## src/hw/rtl/sclim_pkg.sv

```systemverilog
`default_nettype none

package sclim_pkg;

    // Pipeline depth, input register to output register
    localparam int NSTAGE = 8;

    // Full scale of the Q1.15 format, also the largest usable level
    localparam logic [15:0] FULL_SCALE = 16'd32768;

    // Largest positive sample
    localparam logic [15:0] POS_MAX = 16'd32767;

    // Level after reset (about 0.7 of full scale)
    localparam logic [15:0] LEVEL_RESET = 16'd22938;

    // Knee: 5*|x| above 4.0 in Q.15 enters the curve
    localparam logic [18:0] KNEE_NUM = 19'd131072;

    // 3.0 in Q.15, used as 3 - 2t
    localparam logic [16:0] THREE_Q15 = 17'd98304;

    // ceil(2^18 / 5), exact for dividends below 2^18
    localparam logic [15:0] RECIP5 = 16'd52429;

endpackage

`default_nettype wire

```

## src/hw/rtl/sclim_datapath.sv

```systemverilog
`default_nettype none

module sclim_datapath (
    input  wire logic                        clk,
    input  wire logic [sclim_pkg::NSTAGE-1:0] en,
    input  wire logic [15:0]                 sample_in,
    input  wire logic                        last_in,
    input  wire logic [15:0]                 level,
    output logic      [15:0]                 sample_out,
    output logic                             last_out
);
    import sclim_pkg::*;

    // stage 1: magnitude and sign
    logic [16:0] a1_next;
    logic [16:0] a1_reg;
    logic        neg1_reg;
    logic [15:0] lvl1_reg;
    logic        last1_reg;

    // stage 2: knee test, curve variable, linear product
    logic [18:0] a5;
    logic        curve2_next;
    logic [15:0] tn2_next;
    logic [32:0] lin_full;
    logic [30:0] lin2_reg;
    logic [15:0] tn2_reg;
    logic        curve2_reg;
    logic        neg2_reg;
    logic [15:0] lvl2_reg;
    logic        last2_reg;

    // stage 3: t^2 and (3 - 2t)
    logic [31:0] sq_full;
    logic [16:0] w3_next;
    logic [30:0] sq3_reg;
    logic [16:0] w3_reg;
    logic [15:0] lin3_reg;
    logic        curve3_reg;
    logic        neg3_reg;
    logic [15:0] lvl3_reg;
    logic        last3_reg;

    // stage 4: curve numerator
    logic [47:0] num_full;
    logic [45:0] num4_reg;
    logic [15:0] lin4_reg;
    logic        curve4_reg;
    logic        neg4_reg;
    logic [15:0] lvl4_reg;
    logic        last4_reg;

    // stage 5: level times (4 + num) as two partial products
    logic [47:0] s_val;
    logic [39:0] pp_hi5_reg;
    logic [39:0] pp_lo5_reg;
    logic [15:0] lin5_reg;
    logic        curve5_reg;
    logic        neg5_reg;
    logic        last5_reg;

    // stage 6: sum and drop the 2^45 scale
    logic [40:0] psum;
    logic [17:0] q6_reg;
    logic [15:0] lin6_reg;
    logic        curve6_reg;
    logic        neg6_reg;
    logic        last6_reg;

    // stage 7: divide by five through the reciprocal
    logic [33:0] prod7_reg;
    logic [15:0] lin7_reg;
    logic        curve7_reg;
    logic        neg7_reg;
    logic        last7_reg;

    // stage 8: select, sign, saturate
    logic [15:0] mag8;
    logic [15:0] res8_next;
    logic [15:0] res8_reg;
    logic        last8_reg;

    assign a1_next = sample_in[15] ? (17'h10000 - {1'b0, sample_in}) : {1'b0, sample_in};

    always_ff @(posedge clk)
    begin
        if (en[0])
        begin
            a1_reg    <= a1_next;
            neg1_reg  <= sample_in[15];
            lvl1_reg  <= level;
            last1_reg <= last_in;
        end
    end

    always_comb
    begin
        a5          = {a1_reg, 2'b00} + {2'b00, a1_reg};
        curve2_next = (a5 > KNEE_NUM);
        tn2_next    = curve2_next ? 16'(a5 - KNEE_NUM) : 16'd0;
        lin_full    = a1_reg * lvl1_reg;
    end

    always_ff @(posedge clk)
    begin
        if (en[1])
        begin
            lin2_reg   <= lin_full[30:0];
            tn2_reg    <= tn2_next;
            curve2_reg <= curve2_next;
            neg2_reg   <= neg1_reg;
            lvl2_reg   <= lvl1_reg;
            last2_reg  <= last1_reg;
        end
    end

    always_comb
    begin
        sq_full = tn2_reg * tn2_reg;
        w3_next = THREE_Q15 - {tn2_reg, 1'b0};
    end

    always_ff @(posedge clk)
    begin
        if (en[2])
        begin
            sq3_reg    <= sq_full[30:0];
            w3_reg     <= w3_next;
            lin3_reg   <= lin2_reg[30:15];
            curve3_reg <= curve2_reg;
            neg3_reg   <= neg2_reg;
            lvl3_reg   <= lvl2_reg;
            last3_reg  <= last2_reg;
        end
    end

    assign num_full = sq3_reg * w3_reg;

    always_ff @(posedge clk)
    begin
        if (en[3])
        begin
            num4_reg   <= num_full[45:0];
            lin4_reg   <= lin3_reg;
            curve4_reg <= curve3_reg;
            neg4_reg   <= neg3_reg;
            lvl4_reg   <= lvl3_reg;
            last4_reg  <= last3_reg;
        end
    end

    // num never exceeds 2^45, so adding 4*2^45 is a plain concatenation
    assign s_val = {2'b10, num4_reg};

    always_ff @(posedge clk)
    begin
        if (en[4])
        begin
            pp_hi5_reg <= lvl4_reg * s_val[47:24];
            pp_lo5_reg <= lvl4_reg * s_val[23:0];
            lin5_reg   <= lin4_reg;
            curve5_reg <= curve4_reg;
            neg5_reg   <= neg4_reg;
            last5_reg  <= last4_reg;
        end
    end

    // floor(P / 2^45) with P = pp_hi * 2^24 + pp_lo
    assign psum = {1'b0, pp_hi5_reg} + {25'd0, pp_lo5_reg[39:24]};

    always_ff @(posedge clk)
    begin
        if (en[5])
        begin
            q6_reg     <= psum[38:21];
            lin6_reg   <= lin5_reg;
            curve6_reg <= curve5_reg;
            neg6_reg   <= neg5_reg;
            last6_reg  <= last5_reg;
        end
    end

    always_ff @(posedge clk)
    begin
        if (en[6])
        begin
            prod7_reg  <= q6_reg * RECIP5;
            lin7_reg   <= lin6_reg;
            curve7_reg <= curve6_reg;
            neg7_reg   <= neg6_reg;
            last7_reg  <= last6_reg;
        end
    end

    // magnitude is at most full scale; negative side holds -32768 exactly
    always_comb
    begin
        mag8 = curve7_reg ? prod7_reg[33:18] : lin7_reg;
        if (neg7_reg)
        begin
            res8_next = 16'd0 - mag8;
        end
        else
        begin
            res8_next = (mag8 > POS_MAX) ? POS_MAX : mag8;
        end
    end

    always_ff @(posedge clk)
    begin
        if (en[7])
        begin
            res8_reg  <= res8_next;
            last8_reg <= last7_reg;
        end
    end

    assign sample_out = res8_reg;
    assign last_out   = last8_reg;

endmodule

`default_nettype wire

```

## src/hw/rtl/soft_clip_volume_limiter_core.sv

```systemverilog
// Smoothstep soft clipper with a programmable ceiling.
// Pipelined: a sample passes through each datapath stage register from input request to output request.
// Throughput: one sample per cycle; stalls hold each stage, empty stages fill up.
// Reset (rst_n low, async): pipeline empty, level returns to 22938 (about 0.7).
`default_nettype none

module soft_clip_volume_limiter_core (
    input  wire logic        clk,
    input  wire logic        rst_n,
    // configuration: max_level
    input  wire logic        cfg_valid,
    output logic             cfg_ready,
    input  wire logic [15:0] cfg_data,
    // input stream
    input  wire logic        s_axis_tvalid,
    output logic             s_axis_tready,
    input  wire logic [15:0] s_axis_tdata,   // [15:0] sample_in
    input  wire logic        s_axis_tlast,   // frame_last_in
    // output stream
    output logic             m_axis_tvalid,
    input  wire logic        m_axis_tready,
    output logic      [15:0] m_axis_tdata,   // [15:0] sample_out
    output logic             m_axis_tlast    // frame_last_out
);
    import sclim_pkg::*;

    logic [15:0]       level_reg;
    logic [15:0]       level_eff;
    logic [NSTAGE-1:0] valid_reg;
    logic [NSTAGE-1:0] valid_next;
    logic [NSTAGE:0]   ready;
    logic [NSTAGE-1:0] en;
    logic [16:0]       out_mag;

    // level register, always writable
    assign cfg_ready = 1'b1;

    always_ff @(posedge clk or negedge rst_n)
    begin
        if (!rst_n)
        begin
            level_reg <= LEVEL_RESET;
        end
        else if (cfg_valid && cfg_ready)
        begin
            level_reg <= cfg_data;
        end
    end

    assign level_eff = (level_reg > FULL_SCALE) ? FULL_SCALE : level_reg;

    // per-stage ready chain: a stage moves when empty or its successor moves
    always_comb
    begin
        ready[NSTAGE] = m_axis_tready;
        for (int k = NSTAGE - 1; k >= 0; k--)
        begin
            ready[k] = !valid_reg[k] || ready[k + 1];
        end
        for (int k = 0; k < NSTAGE; k++)
        begin
            valid_next[k] = (k == 0) ? s_axis_tvalid : valid_reg[(k == 0) ? 0 : k - 1];
            en[k]         = ready[k] && valid_next[k];
        end
    end

    always_ff @(posedge clk or negedge rst_n)
    begin
        if (!rst_n)
        begin
            valid_reg <= '0;
        end
        else
        begin
            for (int k = 0; k < NSTAGE; k++)
            begin
                if (ready[k])
                begin
                    valid_reg[k] <= valid_next[k];
                end
            end
        end
    end

    assign s_axis_tready = ready[0];
    assign m_axis_tvalid = valid_reg[NSTAGE-1];

    sclim_datapath u_datapath (
        .clk        (clk),
        .en         (en),
        .sample_in  (s_axis_tdata),
        .last_in    (s_axis_tlast),
        .level      (level_eff),
        .sample_out (m_axis_tdata),
        .last_out   (m_axis_tlast)
    );

    // magnitude of the delivered sample
    assign out_mag = m_axis_tdata[15] ? (17'h10000 - {1'b0, m_axis_tdata})
                                      : {1'b0, m_axis_tdata};

    // a partly empty pipeline always takes a new request
    assert property (@(posedge clk) disable iff (!rst_n)
        !(&valid_reg) |-> s_axis_tready)
        else $error("input stalled with an empty stage");

    // output never exceeds the ceiling
    assert property (@(posedge clk) disable iff (!rst_n)
        m_axis_tvalid |-> (out_mag <= {1'b0, level_eff}))
        else $error("output magnitude above level");

    // a held output request keeps its sample
    assert property (@(posedge clk) disable iff (!rst_n)
        (m_axis_tvalid && !m_axis_tready) |=> (m_axis_tvalid && $stable(m_axis_tdata)))
        else $error("stalled output changed");

endmodule

`default_nettype wire
```

## config.mk

```make
export PLATFORM = sky130hd
export DESIGN_NAME = soft_clip_volume_limiter_core
export DESIGN_NICKNAME = d
export VERILOG_FILES = /design/src/hw/rtl/sclim_pkg.sv /design/src/hw/rtl/sclim_datapath.sv /design/src/hw/rtl/soft_clip_volume_limiter_core.sv
export SDC_FILE = /design/constraint.sdc
export NUM_CORES = 2
export LEC_CHECK = 0
export BUFFER_PORTS_ARGS = -buffer_cell sky130_fd_sc_hd__buf_2
export CAP_MARGIN = 10
export CORE_MARGIN = 1.5
export CORE_UTILIZATION = 43
export CTS_CLUSTER_DIAMETER = 50
export CTS_CLUSTER_SIZE = 28
export DETAILED_ROUTE_END_ITERATION = 16
export PLACE_DENSITY = 0.61
export SLEW_MARGIN = 10
export SYNTH_ARGS = -nofsm -noshare
export SYNTH_HDL_FRONTEND = slang
export SYNTH_SLANG_ARGS = --single-unit
```

## constraint.sdc

```tcl
create_clock -name clk -period 8.3 [get_ports clk]
set_clock_uncertainty 0.1 [all_clocks]
set_input_delay 1.245 -clock clk [delete_from_list [all_inputs] [get_ports clk]]
set_output_delay 1.245 -clock clk [all_outputs]
set_load 0.05 [all_outputs]
```

==> out/metrics.cfg <==
[placement]
port_buffers=56
post-place-ws_ns=0.416
gp_congestion=0.877
placed_cell_area_um2=77300
hpwl_um=139000

[detailed_routing]
routedWlPerCell_um=17.7
vias=48900
vias_per_cell=4.99
ant_nets=0
drt_iter0_markers=2613
firstDrtPassIters=5
drc=0
routed_wl_um=173000

[logic_synthesis]
yosysMostFrequentCell=inv_1
yosysTopAreaCell=fa_1
synthTopCellsByCount=inv_1, fa_1, nand2_1, ha_1, and2_1
yosysWarnings=0
synth_edf_count=409
netlist_instances=7510
ys_ff_latch=433
ys.flop_type=edfxtp_1
synth_area_leaders=fa_1, edfxtp_1, ha_1
seq_area_frac_synth_pct=17.4
synth_cell_types=85
synth_area_um2=74200
synth_area_per_cell_um2=9.88
synth_nets=9709
synthArstFlopShare_pct=5.54
synth_top_area_share_pct=38.7

[cts]
cts_tree=yes
clk_pin_slew_worst_paths_ns=0.07
hold_buffers=0
clockBufferDepth=3
cts_resized=0
clk_latency_ns=0.67
numClockSinks=433
cts_buffers=50
h-tree-depth=2
post_cts.repair.setup_buffers=0
cts_root_buffer=clkbuf_16

[final_layout]
final_layout_size_suffix_gt1_share_pct=4.42
nNetsFinal=9661
areaGrowthSynthToFinish_pct=6.61
largest_reg_flops=45
antenna_cells=0
stdcell_area_um2=79100
nFillCells=16300
final_util_pct=46.1

[critical_path]
path_delay_family=adder cells
worst-path-buf-inv=6
crit_required_ns=8.54
critPathLaunchType=flop
crit_top_cell=fa_1
worst_path_largest_cell_delay_ns=1.11
crit_chain=buf_4 > nand2_1 > fa_1 > inv_1 > fa_1 > inv_1 > fa_1 > inv_1 > fa_1 > fa_1 > inv_1 > fa_1 > inv_1 > ha_1 > a21o_1 > a21o_1 > a2111oi_0 > o221a_2 > o22ai_1 > o21ba_1 > a21oi_1 > o21ai_1 > nor4_1 > nor3_1
cp.arrival_ns=8.23
crit_path_max_fanout=22
end_kind=flop
cp_slowest_cell=edfxtp_1
critPathKind=flop to flop

[grt]
grt_pass1_vias=53300
antenna_found_initial=1
track_usage_pct=20.5
grt_max_degree=66
grt_overflow=0
grt_pass1_wl_um=286000

[outcome]
run_status=complete, no violations

[die]
start_util_pct=43.3
core_area_um2=172000
die_w_um=418
rows=152
ioPinCount=58
die_area_um2=175000
die_h_um=418

[run]
maxCapViolCount=0

[worst_hold_path]
min_path_type=flop to flop

[timing]
slew_headroom_pct=22.1
tightest_slew_ns=1.17
slew_viol_final=0
fin_tns_setup_ns=0
fin_crit_ns=7.98
post-route-period-util_pct=96.2
rsz0062_at_grt=no
setup_viol=0
max_freq_mhz=125
worst_slack_ns=0.315
finalHoldViolations=0

## path summary, 6_finish.rpt
check,cells after the start,end,slack (ns),from
setup / recovery,24,u_datapath.pp_hi5_reg[38],0.32,u_datapath.lvl4_reg[3]
hold / removal,0,u_datapath.lvl3_reg[11],0.31,u_datapath.lvl2_reg[11]
setup reg to reg,24,u_datapath.pp_hi5_reg[38],0.32,u_datapath.lvl4_reg[3]
hold reg to reg,0,u_datapath.lvl3_reg[11],0.31,u_datapath.lvl2_reg[11]
max in group asynchronous,1,level_reg[4],7.28,rst_n
min in group asynchronous,1,level_reg[15],0.45,rst_n
## stage by stage
step,cells,hold slack [ns]
2_1_floorplan,7510,0.300
3_3_place_gp,9720,0.302
3_5_place_dp,9720,0.305
4_1_cts,9813,0.314
5_1_grt,9813,0.319
6_report,9813,0.312
## logic make-up (layout without fill, tap and decap cells)
kind of cell | count (synthesis) | count (layout) | synth area share, %
AOI/OAI and AO/OA | 460 | 460 | 4.03
adders and majority gates | 2161 | 2161 | 51.0
DFF | 433 | 433 | 17.4
buffers and inverters | 2106 | 2099 | 10.7
xor gates and xnor gates | 230 | 230 | 2.71
muxes | 34 | 34 | 0.496
other | 2 | 2 | 0.0101
and+or+nand+nor | 2084 | 2084 | 13.8
## worst register-to-register path, stage by stage, from the launching register on
cell,delay [ns]
edfxtp_1,1.11
buf_4,0.33
nand2_1,0.09
fa_1,0.51
inv_1,0.05
fa_1,0.54
inv_1,0.06
fa_1,0.50
inv_1,0.06
fa_1,0.48
fa_1,0.49
inv_1,0.05
fa_1,0.48
inv_1,0.04
ha_1,0.34
a21o_1,0.18
a21o_1,0.18
a2111oi_0,0.52
o221a_2,0.35
o22ai_1,0.19
o21ba_1,0.22
a21oi_1,0.27
o21ai_1,0.18
nor4_1,0.26
nor3_1,0.09
## layout by cell type, fill, tap and decap left out, drive strengths merged, types with 28 or more instances in the layout
cell type	netlist	routed
a21o	87	87
nor2b	37	37
fa	1436	1436
and2	699	699
buf	8	182
xnor2	169	169
xor2	61	61
inv	1818	1840
nand3	37	37
nand2	977	977
clkbuf	274	52
nor2	132	132
a21oi	142	142
nand2b	31	31
o21ai	76	76
ha	725	725
edfxtp	409	409
nor3	54	54
nand4	28	28
## per-layer routing
layer | GRT usage (%) | part of all wire [%]
met1 | 28.6 | 45
met2 | 34.0 | 47
met3 | 2.72 | 5.6
met4 | 4.51 | 2.0
met5 | 0 | 0
## area by class of cell
type                    instances  area, µm²  area share [%]
multi-input cells            4971      53400            67.5
flip-flops and latches        433      12900            16.3
inverters                    1824       6850            8.65
well taps                    2310       2890            3.65
clock buffers                  52       1260            1.59
repair buffers                182       1240            1.57
clock inverters                41        562           0.710
Power is left out: the tool's default activity adds up to more than one toggle a clock period on the data nets, which glitch-free logic cannot reach.
